### config.mk
export PLATFORM = sky130hd
export DESIGN_NAME = onewire_rom_search_flat
export DESIGN_NICKNAME = d
export VERILOG_FILES = /design/src/hw/rtl/ors_pkg.sv /design/src/hw/rtl/ors_if.sv /design/src/hw/rtl/ors_engine.sv /design/src/hw/rtl/onewire_rom_search.sv /design/src/flat_wrapper.sv
export VERILOG_INCLUDE_DIRS = /design/src /design/src/hw/rtl
export SDC_FILE = /design/constraint.sdc
export NUM_CORES = 1
export LEC_CHECK = 0
export ABC_CLOCK_PERIOD_IN_PS = 5100
export BUFFER_PORTS_ARGS = -buffer_cell sky130_fd_sc_hd__buf_2
export CAP_MARGIN = 40
export CORE_MARGIN = 1.5
export CORE_UTILIZATION = 40
export DETAILED_ROUTE_END_ITERATION = 7
export PLACE_DENSITY = 0.66
export RECOVER_POWER = 25
export SYNTH_ARGS = -nofsm -noshare
export SYNTH_HDL_FRONTEND = slang
export SYNTH_SLANG_ARGS = --single-unit
### constraint.sdc
create_clock -name clk -period 5.1 [get_ports clk]
set_clock_uncertainty 0.1 [all_clocks]
set_input_delay 0.765 -clock clk [delete_from_list [all_inputs] [get_ports clk]]
set_output_delay 0.765 -clock clk [all_outputs]
set_load 0.02 [all_outputs]
### src/hw/rtl/onewire_rom_search_assert.svh
// Assertion macros for the 1-Wire ROM search block.
// Uses clk and rst of the including module; empty when SYNTH is defined.
`ifndef ONEWIRE_ROM_SEARCH_ASSERT_SVH
`define ONEWIRE_ROM_SEARCH_ASSERT_SVH
`ifndef SYNTH
`define ORS_ASSERT(lbl, prop) \
  lbl: assert property (@(posedge clk) disable iff (rst) (prop)) \
    else $error("onewire_rom_search: assertion failed");
`define ORS_ASSERT_NEXT(lbl, ante, cons) \
  lbl: assert property (@(posedge clk) disable iff (rst) (ante) |=> (cons)) \
    else $error("onewire_rom_search: assertion failed");
`else
`define ORS_ASSERT(lbl, prop)
`define ORS_ASSERT_NEXT(lbl, ante, cons)
`endif
`endif

### src/hw/rtl/ors_pkg.sv
// Types, codes and the CRC-8 step for the 1-Wire ROM search block.
// No dependencies.
package ors_pkg;

  localparam int ROM_BITS = 64;
  localparam int IDX_W    = 7;
  localparam int POS_W    = 6;

  localparam logic [IDX_W-1:0] END_INDEX    = 7'd65;
  localparam logic [IDX_W-1:0] FAMILY_LIMIT = 7'd9;

  localparam logic [1:0] FUNC_FIRST = 2'd0;
  localparam logic [1:0] FUNC_NEXT  = 2'd1;
  localparam logic [1:0] FUNC_BITS  = 2'd2;

  localparam logic [2:0] ST_START   = 3'd0;
  localparam logic [2:0] ST_CONT    = 3'd1;
  localparam logic [2:0] ST_FOUND   = 3'd2;
  localparam logic [2:0] ST_END     = 3'd3;
  localparam logic [2:0] ST_IGNORED = 3'd4;

  typedef struct packed {
    logic [1:0] func;
    logic       presence;
    logic       id_bit;
    logic       cmp_bit;
  } cmd_t;

  typedef struct packed {
    logic [2:0]          status;
    logic                write_bit;
    logic                write_valid;
    logic [ROM_BITS-1:0] rom_id;
    logic                last_device;
    logic [3:0]          family_discrepancy;
  } rsp_t;

  // Dallas CRC-8, reflected polynomial 0x8C, one byte
  function automatic logic [7:0] crc8_byte(input logic [7:0] crc, input logic [7:0] data);
    logic [7:0] c;
    c = crc ^ data;
    for (int k = 0; k < 8; k++) begin
      if (c[0]) begin
        c = (c >> 1) ^ 8'h8C;
      end else begin
        c = c >> 1;
      end
    end
    return c;
  endfunction

endpackage

### src/hw/rtl/ors_if.sv
// Channel interfaces of the 1-Wire ROM search block: command and response.
// Depends on nothing; payload widths are fixed.
interface ors_cmd_if;
  logic       valid;
  logic       ready;
  logic [1:0] func;
  logic       presence;
  logic       id_bit;
  logic       cmp_bit;

  modport source (output valid, func, presence, id_bit, cmp_bit, input ready);
  modport sink (input valid, func, presence, id_bit, cmp_bit, output ready);
endinterface

interface ors_rsp_if;
  logic        valid;
  logic        ready;
  logic [2:0]  status;
  logic        write_bit;
  logic        write_valid;
  logic [63:0] rom_id;
  logic        last_device;
  logic [3:0]  family_discrepancy;

  modport source (output valid, status, write_bit, write_valid, rom_id, last_device,
                  family_discrepancy, input ready);
  modport sink (input valid, status, write_bit, write_valid, rom_id, last_device,
                family_discrepancy, output ready);
endinterface

### src/hw/rtl/ors_engine.sv
// Search state registers and the per-transaction update of the ROM search.
// Depends on ors_pkg.
module ors_engine (
  input  logic          clk,
  input  logic          rst,
  input  logic          step,
  input  ors_pkg::cmd_t cmd,
  output ors_pkg::rsp_t result
);

  logic [ors_pkg::ROM_BITS-1:0] rom_bits, rom_bits_next;
  logic [ors_pkg::IDX_W-1:0]    last_disc, last_disc_next;
  logic [3:0]                   family_disc, family_disc_next;
  logic                         last_dev, last_dev_next;
  logic [ors_pkg::IDX_W-1:0]    bit_index, bit_index_next;
  logic [ors_pkg::IDX_W-1:0]    zero_pos, zero_pos_next;
  logic [7:0]                   crc_acc, crc_acc_next;
  logic                         searching, searching_next;

  logic [ors_pkg::POS_W-1:0] pos;
  logic [ors_pkg::POS_W-1:0] byte_base;
  logic                      dir;
  logic                      found;
  logic [2:0]                status;
  logic                      wbit;
  logic                      wvalid;

  always_comb begin
    rom_bits_next    = rom_bits;
    last_disc_next   = last_disc;
    family_disc_next = family_disc;
    last_dev_next    = last_dev;
    bit_index_next   = bit_index;
    zero_pos_next    = zero_pos;
    crc_acc_next     = crc_acc;
    searching_next   = searching;
    status           = ors_pkg::ST_IGNORED;
    wbit             = 1'b0;
    wvalid           = 1'b0;
    dir              = 1'b0;
    found            = 1'b0;
    pos              = bit_index[ors_pkg::POS_W-1:0] - 6'd1;
    byte_base        = {pos[5:3], 3'b000};

    case (cmd.func)
      ors_pkg::FUNC_FIRST, ors_pkg::FUNC_NEXT: begin
        if (cmd.func == ors_pkg::FUNC_FIRST) begin
          last_disc_next   = '0;
          last_dev_next    = 1'b0;
          family_disc_next = '0;
        end
        bit_index_next = 7'd1;
        zero_pos_next  = '0;
        crc_acc_next   = '0;
        if (last_dev_next || !cmd.presence) begin
          last_disc_next   = '0;
          last_dev_next    = 1'b0;
          family_disc_next = '0;
          searching_next   = 1'b0;
          status           = ors_pkg::ST_END;
        end else begin
          searching_next = 1'b1;
          status         = ors_pkg::ST_START;
        end
      end
      ors_pkg::FUNC_BITS: begin
        if (searching) begin
          if (cmd.id_bit && cmd.cmp_bit) begin
            last_disc_next   = '0;
            last_dev_next    = 1'b0;
            family_disc_next = '0;
            searching_next   = 1'b0;
            status           = ors_pkg::ST_END;
          end else begin
            if (cmd.id_bit != cmd.cmp_bit) begin
              dir = cmd.id_bit;
            end else begin
              if (bit_index < last_disc) begin
                dir = rom_bits[pos];
              end else begin
                dir = (bit_index == last_disc);
              end
              if (!dir) begin
                zero_pos_next = bit_index;
                if (bit_index < ors_pkg::FAMILY_LIMIT) begin
                  family_disc_next = bit_index[3:0];
                end
              end
            end
            rom_bits_next[pos] = dir;
            wbit               = dir;
            wvalid             = 1'b1;
            bit_index_next     = bit_index + 7'd1;
            if (pos[2:0] == 3'd7) begin
              crc_acc_next = ors_pkg::crc8_byte(crc_acc, rom_bits_next[byte_base +: 8]);
            end
            status = ors_pkg::ST_CONT;
            if (bit_index_next >= ors_pkg::END_INDEX) begin
              if (crc_acc_next == 8'd0) begin
                last_disc_next = zero_pos_next;
                if (zero_pos_next == '0) begin
                  last_dev_next = 1'b1;
                end
                if ({3'b000, family_disc_next} == zero_pos_next) begin
                  family_disc_next = '0;
                end
                found = 1'b1;
              end
              if (!found || rom_bits_next[7:0] == 8'd0) begin
                last_disc_next   = '0;
                last_dev_next    = 1'b0;
                family_disc_next = '0;
                found            = 1'b0;
              end
              searching_next = 1'b0;
              status         = found ? ors_pkg::ST_FOUND : ors_pkg::ST_END;
            end
          end
        end
      end
      default: begin
      end
    endcase

    result.status             = status;
    result.write_bit          = wbit;
    result.write_valid        = wvalid;
    result.rom_id             = rom_bits_next;
    result.last_device        = last_dev_next;
    result.family_discrepancy = family_disc_next;
  end

  always_ff @(posedge clk) begin
    if (rst) begin
      rom_bits    <= '0;
      last_disc   <= '0;
      family_disc <= '0;
      last_dev    <= 1'b0;
      bit_index   <= 7'd1;
      zero_pos    <= '0;
      crc_acc     <= '0;
      searching   <= 1'b0;
    end else if (step) begin
      rom_bits    <= rom_bits_next;
      last_disc   <= last_disc_next;
      family_disc <= family_disc_next;
      last_dev    <= last_dev_next;
      bit_index   <= bit_index_next;
      zero_pos    <= zero_pos_next;
      crc_acc     <= crc_acc_next;
      searching   <= searching_next;
    end
  end

endmodule

### src/hw/rtl/onewire_rom_search.sv
// 1-Wire ROM search engine (binary-tree search ROM), one bus event per transaction.
// Command channel cmd: func selects first start, next start or bit pair; a start
//   carries the presence bit of the bus reset, a bit pair carries id_bit and cmp_bit.
// Response channel rsp: one response per command, in order: status, the direction
//   bit to write (write_valid), the ROM ID built so far, last_device and the
//   family discrepancy.
// Path: a command passes the input register, then the state update and the
//   response register in one pass; a held response keeps it waiting in the
//   input register.
// Throughput: one command per cycle while rsp does not stall (see Stall below).
// Reset (rst, synchronous): all search state cleared, no pass running, both
//   channels empty.
// Stall: a held response stays stable; the input register still takes one more
//   command, then cmd.ready drops until rsp.ready returns.
// Depends on ors_pkg, ors_if, ors_engine, onewire_rom_search_assert.svh.
`include "onewire_rom_search_assert.svh"

module onewire_rom_search (
  input logic       clk,
  input logic       rst,
  ors_cmd_if.sink   cmd,
  ors_rsp_if.source rsp
);

  logic          stage_valid;
  ors_pkg::cmd_t stage;
  logic          fire;
  ors_pkg::rsp_t result;
  ors_pkg::rsp_t rsp_item;
  logic          rsp_valid;
  logic          quiet_status;
  logic          write_flags;

  assign fire      = stage_valid && (!rsp_valid || rsp.ready);
  assign cmd.ready = !stage_valid || fire;

  always_ff @(posedge clk) begin
    if (rst) begin
      stage_valid <= 1'b0;
    end else if (cmd.ready) begin
      stage_valid <= cmd.valid;
    end
    if (cmd.valid && cmd.ready) begin
      stage.func     <= cmd.func;
      stage.presence <= cmd.presence;
      stage.id_bit   <= cmd.id_bit;
      stage.cmp_bit  <= cmd.cmp_bit;
    end
  end

  ors_engine u_engine (
    .clk    (clk),
    .rst    (rst),
    .step   (fire),
    .cmd    (stage),
    .result (result)
  );

  always_ff @(posedge clk) begin
    if (rst) begin
      rsp_valid <= 1'b0;
    end else if (fire) begin
      rsp_valid <= 1'b1;
    end else if (rsp.ready) begin
      rsp_valid <= 1'b0;
    end
    if (fire) begin
      rsp_item <= result;
    end
  end

  assign rsp.valid              = rsp_valid;
  assign rsp.status             = rsp_item.status;
  assign rsp.write_bit          = rsp_item.write_bit;
  assign rsp.write_valid        = rsp_item.write_valid;
  assign rsp.rom_id             = rsp_item.rom_id;
  assign rsp.last_device        = rsp_item.last_device;
  assign rsp.family_discrepancy = rsp_item.family_discrepancy;

  assign quiet_status = (rsp_item.status == ors_pkg::ST_START) ||
                        (rsp_item.status == ors_pkg::ST_IGNORED);
  assign write_flags  = rsp_item.write_valid || rsp_item.write_bit;

  `ORS_ASSERT_NEXT(a_accept_fills_stage, cmd.valid && cmd.ready, stage_valid)
  `ORS_ASSERT_NEXT(a_fire_gives_rsp, fire, rsp_valid)
  `ORS_ASSERT(a_write_only_on_bits, !(rsp_valid && quiet_status && write_flags))

endmodule
### src/flat_wrapper.sv
// flat-port wrapper written by rule: the top's interface ports become plain ports
module onewire_rom_search_flat 
  (clk, rst, cmd_valid, cmd_func, cmd_presence, cmd_id_bit, cmd_cmp_bit, cmd_ready, rsp_valid, rsp_status, rsp_write_bit, rsp_write_valid, rsp_rom_id, rsp_last_device, rsp_family_discrepancy, rsp_ready);
  ors_cmd_if cmd_i ();
  ors_rsp_if rsp_i ();
  input logic clk;
  input logic rst;
  input wire logic [$bits(cmd_i.valid)-1:0] cmd_valid;
  input wire logic [$bits(cmd_i.func)-1:0] cmd_func;
  input wire logic [$bits(cmd_i.presence)-1:0] cmd_presence;
  input wire logic [$bits(cmd_i.id_bit)-1:0] cmd_id_bit;
  input wire logic [$bits(cmd_i.cmp_bit)-1:0] cmd_cmp_bit;
  output wire logic [$bits(cmd_i.ready)-1:0] cmd_ready;
  output wire logic [$bits(rsp_i.valid)-1:0] rsp_valid;
  output wire logic [$bits(rsp_i.status)-1:0] rsp_status;
  output wire logic [$bits(rsp_i.write_bit)-1:0] rsp_write_bit;
  output wire logic [$bits(rsp_i.write_valid)-1:0] rsp_write_valid;
  output wire logic [$bits(rsp_i.rom_id)-1:0] rsp_rom_id;
  output wire logic [$bits(rsp_i.last_device)-1:0] rsp_last_device;
  output wire logic [$bits(rsp_i.family_discrepancy)-1:0] rsp_family_discrepancy;
  input wire logic [$bits(rsp_i.ready)-1:0] rsp_ready;
  assign cmd_i.valid = cmd_valid;
  assign cmd_i.func = cmd_func;
  assign cmd_i.presence = cmd_presence;
  assign cmd_i.id_bit = cmd_id_bit;
  assign cmd_i.cmp_bit = cmd_cmp_bit;
  assign cmd_ready = cmd_i.ready;
  assign rsp_valid = rsp_i.valid;
  assign rsp_status = rsp_i.status;
  assign rsp_write_bit = rsp_i.write_bit;
  assign rsp_write_valid = rsp_i.write_valid;
  assign rsp_rom_id = rsp_i.rom_id;
  assign rsp_last_device = rsp_i.last_device;
  assign rsp_family_discrepancy = rsp_i.family_discrepancy;
  assign rsp_i.ready = rsp_ready;
  onewire_rom_search u_core (.clk(clk), .rst(rst), .cmd(cmd_i), .rsp(rsp_i));
endmodule
==> out/qor.csv, run 1 <==
stage,metric,value,unit
finish,Area growth syn-to-layout,15.0,%
cts,clk root buf,clkbuf_16,
sta,Final WS setup,137,ps
min_path,hold crit path type,flop to flop,
global_route,vias in the first global route,8535,
setup_path,worst reg2reg setup slack,140,ps
sta,Post-Route Setup TNS,0,ps
setup_path,RR Startpoint,u_core.u_engine.bit_index[0]$_SDFFE_PP1P_,
die,core footprint,24500,sq um
detailed_routing,DR vias,9101,
setup_path,FF-to-FF End,u_core.rsp.last_device$_DFFE_PP_,
finish,Post-Layout Cell Count,1573,
die,die area,26000,sq um
sta,Max Slew Vio Count,39,
detailed_routing,Post-DRT Antenna Nets,0,
synthesis,syn nets,1172,
die,num ports,85,
synthesis,Synth Area in Compound Gates,19.8,%
detailed_routing,DRT iter0 DRCs,964,
detailed_routing,routed len/inst,19.9,um
synthesis,Synth cell types,85,
cts,"Clk pin slew, worst setup/hold paths",80,ps
global_route,initial antenna violation count,0,
synthesis,post-synthesis instance area,10000,sq um
synthesis,synth top area cells,"edfxtp_1 24%, dfxtp_1 20%, a21oi_1 7.6%",
global_route,grt total ovfl,0,
status,status,finished with violations,
power,pwr dens,267,nW/um^2
synthesis,largest family of logic cells by synthesized area,simple AND/OR/NAND/NOR gates,
setup_path,kind of critical path,flop to flop,
detailed_routing,Vias/cell,5.79,
cts,CTS buffer count,17,
synthesis,Yosys top cell by area,edfxtp_1,
synthesis,most common cell in the netlist,nand2_1,
sta,count of final hold-check violations,0,
placed_design,I/O Buffers,84,
cts,CTS Buffer Depth,2,
cts,CTS tree,done,
detailed_routing,Pre-Repair DR Iteration Count,5,
finish,Ant. Diodes,0,
die,Core Rows,57,
run,# Max-Cap Violations,1,
power,static leakage,3.92,nW
placed_design,pre-CTS setup slack,94.8,ps
synthesis,"Avg Cell Area, Syn",8.68,sq um
cts,worst skew pair latency,440,ps
synthesis,sequential fraction of the synthesis area,43.9,%
synthesis,simple-gate portion of the synthesized area,21.3,%
die,initial core utilization,40.9,%
setup_path,Crit path required time,5190,ps
detailed_routing,Post-Route WL,31.3,mm
power,worst vdd ir,147,uV
synthesis,Adder-Cell Fraction of Synth Area,1.38,%
synthesis,Commonest cells post-synth,"197 x nand2_1, 169 x nor2_1, 151 x a21oi_1, 101 x dfxtp_1, 79 x edfxtp_1",
finish,layout cells sized above 1,13.1,%
sta,Setup Viol. Count Final,0,
sta,final hold slack,363,ps
synthesis,Post-Synth XOR/XNOR Area,3.38,%
synthesis,top cell type's share of synthesized area,23.7,%
die,Die Width,161,um
synthesis,yosys warns,0,
setup_path,R2R depth,17,
placed_design,placed cell area,11000,sq um
synthesis,#FFs+latches synth,180,
status,failing checks,"max-capacitance violations, max-slew violations",
synthesis,Post-synth EDFFs,79,
global_route,largest net degree at the start of global routing,80,
synthesis,Async SR Flop Fraction,0,%
die,Die Y,161,um
global_route,wire length of the first global-routing pass,48.8,mm
sta,fin crit period,4960,ps
placed_design,placed cell count,1539,
setup_path,worst-path fanout max,22,
synthesis,top_reg_cell synth,dfxtp_1,
finish,final core occ,47.0,%
global_route,Tot GR Track Use,24.2,%
min_path,hold path depth,2,
finish,Fillers,2418,
detailed_routing,residual DRC count,0,
sta,crit share post-route,97.3,%
finish,final instance area,11500,sq um
finish,Final #Nets,1256,
cts,clock sink count,180,
sta,fmax,0.201,GHz
min_path,WHS Endpoint,u_core.u_engine.family_disc[2]$_SDFFE_PP0P_,
setup_path,Arrival @ worst endpoint,5060,ps
sta,actual slew at the worst max-slew pin,1810,ps
power,Final Power,3.08,mW
synthesis,Post-Synthesis Cells,1152,
setup_path,CP Launch Type,flop,
sta,slew margin rel.,-20.5,%
setup_path,CP Capture Type,flop,
placed_design,dpl hpwl,22.6,mm
min_path,hold wc startpoint,u_core.u_engine.family_disc[2]$_SDFFE_PP0P_,
synthesis,mux cell area share after synthesis,6.24,%
placed_design,Final GP Congestion,0.954,
cts,H-Tree Depth,4,
## worst max-delay path by stage
stage               slack, ps                                       from                                          to  cells past startpoint
finish                    140  u_core.u_engine.bit_index[0]$_SDFFE_PP1P_            u_core.rsp.last_device$_DFFE_PP_                     17
global route              -40  u_core.u_engine.bit_index[0]$_SDFFE_PP1P_            u_core.rsp.last_device$_DFFE_PP_                     17
CTS                        70  u_core.u_engine.bit_index[0]$_SDFFE_PP1P_   u_core.u_engine.last_disc[5]$_SDFFE_PP0P_                     17
detailed placement         90  u_core.u_engine.bit_index[0]$_SDFFE_PP1P_  u_core.rsp.family_discrepancy[1]$_DFFE_PP_                     15
global placement           20  u_core.u_engine.bit_index[0]$_SDFFE_PP1P_  u_core.rsp.family_discrepancy[0]$_DFFE_PP_                     15
floorplan                  20  u_core.u_engine.bit_index[1]$_SDFFE_PP0P_            u_core.rsp.last_device$_DFFE_PP_                     18
## flip-flops by register name, indices dropped and copies added (netlist names), 3 cells and up
register and count:
u_core.rsp.family_discrepancy 4, u_core.rsp.rom_id 64, u_core.rsp.status 3, u_core.stage 5, u_core.u_engine.bit_index 7, u_core.u_engine.crc_acc 8
u_core.u_engine.family_disc 4, u_core.u_engine.last_disc 7, u_core.u_engine.rom_bits 64, u_core.u_engine.zero_pos 7
## final cells by class
| class | instances | area (sq um) | area share [%] |
|---|---|---|---|
| multi-input cells | 884 | 5310 | 46.1 |
| flip-flops and latches | 180 | 4400 | 38.2 |
| repair buffers | 135 | 758 | 6.59 |
| clock buffers | 20 | 457 | 3.97 |
| well taps | 324 | 405 | 3.52 |
| clock inverters | 12 | 114 | 0.989 |
| inverters | 18 | 70.1 | 0.609 |
## metal layers
layer  global-route usage [%]  part of all wire, %  vias up
li1                         -                    -     4327
met1                     32.1                   44     4368
met2                     40.2                   48      346
met3                     2.93                  5.1       60
met4                     10.3                  3.5        0
met5                        0                    0        -
## critical path: stages, from the launching register on
cell and delay [ps]:
dfxtp_1 390, inv_2 100, ha_1 340, buf_12 170, nor2b_1 180, a221oi_1 300, o21ai_0 120, o22a_1 260
a211o_2 420, or4_1 600, a221oi_4 320, xnor2_2 170, xnor3_1 280, a31oi_2 230, nor4_4 70, buf_4 160
and2_1 170, o311a_1 330
## repair_timing
| item | 4_1_cts | 5_1_grt |
|---|---|---|
| hold buffers | 0 | 0 |
| gates resized for setup | 0 | 17 |
| buffers inserted | 0 | 2 |
| setup endpoints to repair | 0 | 18 |
## where the power goes
group | switching, mW | leakage (nW) | internal (mW)
Combinational | 0.183 | 2.07 | 0.0693
Clock | 0.620 | 0.276 | 0.670
Sequential | 0.00926 | 1.58 | 1.53
Total | 0.812 | 3.92 | 2.27
## kinds of logic after synthesis
group           count (synthesis)
compound gates                313
mux                            45
xor+xnor                       27
simple gates                  488
buf+inv                        88
fa+ha+maj                      11
flops                         180
## layout by cell type, fill, tap and decap left out, types with 9 or more instances in the layout
cell type  netlist  layout
buf_2           11      14
nand2b_1        13      12
dfxtp_1        101     100
nor3_1          18      18
o21ai_1         11      10
inv_1           15      15
clkbuf_16        0      17
clkbuf_1        43      73
mux2_2          16      16
nand2_1        197     197
xnor2_1         12      10
o21ai_0         32      32
edfxtp_1        79      79
a22oi_1         13      13
nor2_1         169     168
mux4_2          12      12
a32o_1           9       9
a31oi_1         13      13
ha_1            11      10
a21oi_1        151     150
mux2i_1         16      16
nand3_1         28      28
buf_4            6      45
Note: power is estimated with default switching activity, not from simulation.
==> run 2: changes to the inputs <==
- SYNTH_HIERARCHICAL: not set -> 1
==> run 2 against run 1 <==
Effect of this change: the flow now finishes without violations; combinational power rose by 32%; sequential share of layout area grew 0.33 points; first-iteration DRC count is 15% lower; utilization fell by 0.28 points; hold slack worse by 15 ps; global-route usage decreased by 1.4 points; synthesized cell count shrank 8.9%; register-to-register slack improved by 110 ps; via count decreased by 5.9%.
==> out/qor.csv, run 2 <==
stage,metric,value,unit
placed_design,pre-CTS setup slack,191,ps
placed_design,dpl hpwl,21.1,mm
detailed_routing,DR vias,8564,
cts,clock sink count,180,
detailed_routing,Vias/cell,5.82,
die,Die Width,161,um
sta,final hold slack,349,ps
power,static leakage,3.94,nW
detailed_routing,DRT iter0 DRCs,820,
cts,H-Tree Depth,4,
synthesis,Post-synth EDFFs,79,
setup_path,kind of critical path,flop to flop,
sta,count of final hold-check violations,0,
synthesis,"Avg Cell Area, Syn",9.48,sq um
setup_path,"critical path, cell by cell","inv_1, ha_1, mux2_2, o221ai_1, a2111oi_0, or3_4, o211ai_4, o21ai_2, o21ai_2, xor2_4, xnor3_2, mux2i_4, xnor2_2, o31ai_4, a21o_4, a22o_1",
finish,Area growth syn-to-layout,14.6,%
sta,Setup Viol. Count Final,0,
min_path,hold wc startpoint,u_core/u_engine/last_disc[3]$_SDFFE_PP0P_,
sta,crit share post-route,95.2,%
sta,Final WS setup,246,ps
setup_path,CP Capture Type,flop,
finish,Final #Nets,1155,
setup_path,CP dominant cell by count,o21ai_2,
setup_path,worst-path fanout max,13,
cts,clk root buf,clkbuf_16,
sta,actual slew at the worst max-slew pin,1210,ps
global_route,largest net degree at the start of global routing,66,
global_route,grt total ovfl,0,
power,worst vdd ir,158,uV
synthesis,Async SR Flop Fraction,0,%
sta,Max Slew Vio Count,0,
synthesis,syn nets,1070,
placed_design,Final GP Congestion,0.986,
synthesis,synth top area cells,"edfxtp_1 24%, dfxtp_1 20%, mux2i_1 7.5%",
sta,fmax,0.206,GHz
die,die area,25800,sq um
setup_path,Arrival @ worst endpoint,4940,ps
sta,fin crit period,4850,ps
synthesis,yosys warns,6,
power,pwr dens,272,nW/um^2
synthesis,Synth cell types,86,
die,num ports,85,
die,core footprint,24400,sq um
synthesis,post-synthesis instance area,9950,sq um
setup_path,"Largest stage delay, worst path",610,ps
synthesis,top cell type's share of synthesized area,23.8,%
setup_path,RR Startpoint,u_core/u_engine/bit_index[0]$_SDFFE_PP1P_,
setup_path,CP Launch Point,u_core/u_engine/bit_index[0]$_SDFFE_PP1P_,
cts,"Clk pin slew, worst setup/hold paths",70,ps
placed_design,placed cell count,1440,
synthesis,most common cell in the netlist,nor2_1,
sta,slew margin rel.,19.1,%
die,Die Y,161,um
finish,layout cells sized above 1,14.5,%
global_route,vias in the first global route,7945,
status,status,completed,
setup_path,Crit path required time,5180,ps
detailed_routing,routed len/inst,19.9,um
synthesis,Commonest cells post-synth,"169 x nor2_1, 101 x dfxtp_1, 88 x a21oi_1, 79 x edfxtp_1, 75 x mux2i_1",
cts,post-CTS setup buffers,0,
cts,worst skew pair latency,440,ps
global_route,wire length of the first global-routing pass,45.7,mm
global_route,initial antenna violation count,0,
finish,most frequent cells in the layout,"169 x nor2_1, 101 x dfxtp_1, 88 x a21oi_1",
cts,CTS Buffer Depth,2,
cts,CTS tree,done,
cts,CTS buffer count,17,
synthesis,sequential fraction of the synthesis area,44.1,%
finish,"most common cell after layout, fill and taps aside",nor2_1,
min_path,hold crit path type,flop to flop,
power,Final Power,3.10,mW
finish,final instance area,11400,sq um
synthesis,top_reg_cell synth,dfxtp_1,
placed_design,placed cell area,10900,sq um
sta,RSZ-0062 raised after global routing,false,
die,initial core utilization,40.8,%
synthesis,#FFs+latches synth,180,
synthesis,Yosys top cell by area,edfxtp_1,
finish,final core occ,46.8,%
setup_path,Worst Path Buf+Inv,1,
detailed_routing,Post-Route WL,29.3,mm
finish,Ant. Diodes,0,
setup_path,"CP delay by family, top",compound AO/OA/AOI/OAI gates,
finish,Post-Layout Cell Count,1472,
setup_path,CP Launch Type,flop,
detailed_routing,Post-DRT Antenna Nets,0,
placed_design,I/O Buffers,84,
detailed_routing,residual DRC count,0,
global_route,Tot GR Track Use,22.9,%
setup_path,slowest library cell on the worst path,ha_1,
detailed_routing,Pre-Repair DR Iteration Count,6,
run,# Max-Cap Violations,0,
finish,Fillers,2380,
sta,Post-Route Setup TNS,0,ps
die,Core Rows,57,
synthesis,Post-Synthesis Cells,1050,
run 2: changes by cell type after synthesis, moves of 6 or more:
cell / change
buf_2: +6
a31oi_1: +34
mux2_2: -9
mux2i_1: +59
clkbuf_1: -10
o21ai_0: -7
nand2_1: -123
a22oi_1: +6
a32o_1: -9
buf_1: +7
a21oi_1: -63
run 2: where the power goes:
part / leakage [nW] / switching, mW / internal, mW / total, mW
sequential: 1.56 / 0.00936 / 1.53 / 1.54
combinational: 2.12 / 0.220 / 0.114 / 0.334
clock: 0.250 / 0.588 / 0.642 / 1.23
run 2: worst paths after layout:
check / endpoint / slack [ps] / depth (start not counted)
setup reg to reg: u_core/rsp.family_discrepancy[2]$_DFFE_PP_ / 250 / 16
hold / removal: u_core/u_engine/last_disc[3]$_SDFFE_PP0P_ / 350 / 2
hold reg to reg: u_core/u_engine/last_disc[3]$_SDFFE_PP0P_ / 350 / 2
setup / recovery: u_core/rsp.family_discrepancy[2]$_DFFE_PP_ / 250 / 16
run 2: area by class of cell:
cell class,count,area (sq um),area share (%)
multi-input combinational,781,5170,45.3
sequential,180,4390,38.5
timing repair buffer,139,832,7.29
clock buffer,19,443,3.88
tap,324,405,3.55
clock inverter,13,100,0.878
inverter,16,60.1,0.527
run 2: what timing repair did:
action	CTS	global route
hold buffers	0	0
gates resized for setup	0	5
endpoints found under the setup margin	0	6
run 2: metal layers:
layer	up-vias	part of all wire, %	track usage, %
li1	4042	-	-
met1	4078	45	31.9
met2	390	45	35.2
met3	54	7.3	4.60
met4	0	2.8	8.16
met5	-	0	0
run 2: tightest hold or removal path: stages (launching register included):
cell,delay [ps]
dfxtp_1,310
nand2_1,50
o21ai_1,50
run 2: cell families after synthesis:
logic type	Yosys count	synth area share (%)
adder cells (fa/ha/maj)	11	1.38
flip-flops	180	44.1
multiplexers	91	10.3
AND/OR/NAND/NOR	362	17.0
buffers and inverters	89	4.06
AO/OA/AOI/OAI	286	19.3
XOR/XNOR	31	3.81
==> run 3: changes to the inputs <==
--- a/config.mk
+++ b/config.mk
@@ -14,2 +14,3 @@
 export DETAILED_ROUTE_END_ITERATION = 7
+export GPL_TIMING_DRIVEN = 0
 export PLACE_DENSITY = 0.66
==> constraint.sdc (replaced) <==
create_clock -name clk -period 5.1 [get_ports clk]
set_clock_uncertainty 0.1 [all_clocks]
set_input_delay 0 -clock clk [delete_from_list [all_inputs] [get_ports clk]]
set_output_delay 0 -clock clk [all_outputs]
set_load 0.02 [all_outputs]
==> run 3 against run 2 <==
Effect of this change: critical path depth increased by 3; via count increased by 5.1%; power increased by 5.9%; hold slack got worse by 190 ps; final cell count increased by 4.1%; die area unchanged; critical endpoint is now u_core/rsp.family_discrepancy[3]$_DFFE_PP_.
==> out/qor.csv, run 3 (same netlist as run 2, synthesis figures left out) <==
stage,metric,value,unit
sta,count of final hold-check violations,0,
power,register share of total power,46.8,%
cts,CTS buffer count,17,
global_route,wire length of the first global-routing pass,48.9,mm
power,Clock Power Share,41.6,%
die,core footprint,24400,sq um
sta,fmax,0.201,GHz
finish,Final #Nets,1215,
detailed_routing,Post-Route WL,32.5,mm
global_route,initial antenna violation count,0,
detailed_routing,residual DRC count,0,
detailed_routing,routed len/inst,21.2,um
die,die area,25800,sq um
cts,clock sink count,180,
sta,fin crit period,4970,ps
global_route,vias in the first global route,8261,
detailed_routing,Post-DRT Antenna Nets,0,
global_route,Tot GR Track Use,25.0,%
sta,slew margin rel.,34.8,%
run,# Max-Cap Violations,0,
detailed_routing,Vias/cell,5.87,
detailed_routing,Max Used Layer,met4,
cts,CTS tree,done,
finish,most frequent cells in the layout,"166 x nor2_1, 101 x clkbuf_1, 99 x dfxtp_1",
finish,Area growth syn-to-layout,20.9,%
setup_path,kind of critical path,flop to flop,
power,Pint,2.41,mW
cts,worst skew pair latency,440,ps
die,Core Rows,57,
finish,Fillers,2381,
sta,actual slew at the worst max-slew pin,975,ps
setup_path,CP Launch Type,flop,
cts,"Clk pin slew, worst setup/hold paths",80,ps
status,status,completed,
finish,Ant. Diodes,0,
sta,final hold slack,155,ps
cts,clk root buf,clkbuf_16,
setup_path,Arrival @ worst endpoint,5060,ps
detailed_routing,Metal-1 WL,14.1,mm
cts,CTS Buffer Depth,2,
setup_path,worst-path fanout max,10,
sta,Max Slew Vio Count,0,
die,initial core utilization,40.8,%
detailed_routing,Met2 Wirelength,14.7,mm
die,Die Y,161,um
power,worst vdd ir,191,uV
cts,H-Tree Depth,4,
setup_path,CP Capture Type,flop,
finish,"most common cell after layout, fill and taps aside",nor2_1,
sta,crit share post-route,97.5,%
power,logic gate share of total power,11.6,%
global_route,largest net degree at the start of global routing,44,
power,Final Power,3.28,mW
power,P_sw,0.873,mW
placed_design,Final GP Congestion,0.985,
detailed_routing,DRT iter0 DRCs,837,
detailed_routing,DR vias,8999,
finish,layout cells sized above 1,16.4,%
power,pwr dens,273,nW/um^2
global_route,grt total ovfl,0,
min_path,hold crit path type,input port to flop,
detailed_routing,met3 routed wirelength,2.56,mm
placed_design,I/O Buffers,84,
die,num ports,85,
sta,Setup Viol. Count Final,0,
placed_design,dpl hpwl,23.4,mm
die,Die Width,161,um
detailed_routing,Pre-Repair DR Iteration Count,5,
power,Net Sw Frac,26.6,%
power,static leakage,4.12,nW
setup_path,Crit path required time,5190,ps
-- run 3: cell types whose count changed in the layout (fill, tap and decap cells not counted), moves of 7 or more --
cell and delta:
buf_1 +13, clkbuf_1 +39, buf_6 +7, buf_4 -10, dlygate4sd3_1 +9
-- run 3: worst max-delay path, stage by stage (launching register included) --
cell and delay (ps):
dfxtp_2 340, buf_6 110, buf_4 110, buf_2 310, buf_2 340, or3_1 160, nor3b_1 40, o31ai_1 470
clkbuf_2 300, nor2_1 110, a211oi_2 330, xor2_1 190, a21oi_1 80, nand3_1 150, xnor3_2 480, mux2i_4 220
xnor2_2 240, o31ai_4 130, a21o_4 270, a22o_1 220
-- run 3: worst paths after layout --
check                                            startpoint                                          to  slack (ps)  cells past startpoint
setup / recovery  u_core/u_engine/bit_index[0]$_SDFFE_PP1P_  u_core/rsp.family_discrepancy[3]$_DFFE_PP_         130                     19
setup reg to reg  u_core/u_engine/bit_index[0]$_SDFFE_PP1P_  u_core/rsp.family_discrepancy[3]$_DFFE_PP_         130                     19
hold / removal                                   cmd_id_bit                   u_core/stage[1]$_DFFE_PP_         160                      2
hold reg to reg   u_core/u_engine/last_disc[2]$_SDFFE_PP0P_   u_core/u_engine/last_disc[2]$_SDFFE_PP0P_         350                      2
-- run 3: what timing repair did --
| action | in CTS | in global routing |
|---|---|---|
| hold buffers | 9 | 0 |
| buffers inserted | 14 | 15 |
| setup endpoints to repair | 140 | 18 |
| hold endpoints to repair | 12 | 0 |
| pin swaps | 9 | 25 |
| resized for setup | 45 | 37 |
-- run 3: area by class of cell --
cell class	instances	area, sq um	area share, %
clock buffers	18	439	3.65
well taps	324	405	3.37
clock inverters	14	169	1.40
repair buffers	127	696	5.78
inverters	16	63.8	0.530
flip-flops and latches	180	4400	36.5
multi-input cells	781	5460	45.3
plain buffers	72	409	3.40
-- run 3: metrics by stage --
step	util [%]	TNS [ps]	cell area, sq um	setup WS (ps)	cells
after floorplan	-	0	9960	29.8	1050
after global placement	44.2	-63610	10800	-1300	1458
after detailed placement	44.4	-58020	10800	-1270	1463
after CTS	48.6	0	11800	32.8	1518
after global routing	49.3	-43.1	12000	-43.1	1532
final	49.3	0	12000	127	1532
-- run 3: power by group through the flow --
stage	Clock, mW	Combinational (mW)	Sequential (mW)
after floorplan	0	0.200	1.60
after global placement	0	0.328	1.57
after detailed placement	0	0.332	1.57
after CTS	1.38	0.360	1.54
after global routing	1.45	0.403	1.54
final	1.37	0.381	1.54
-- run 3: layer usage --
metal	GRT usage, %	vias up
li1	-	4173
met1	34.0	4267
met2	39.4	478
met3	3.85	81
met4	11.0	0
met5	0	-
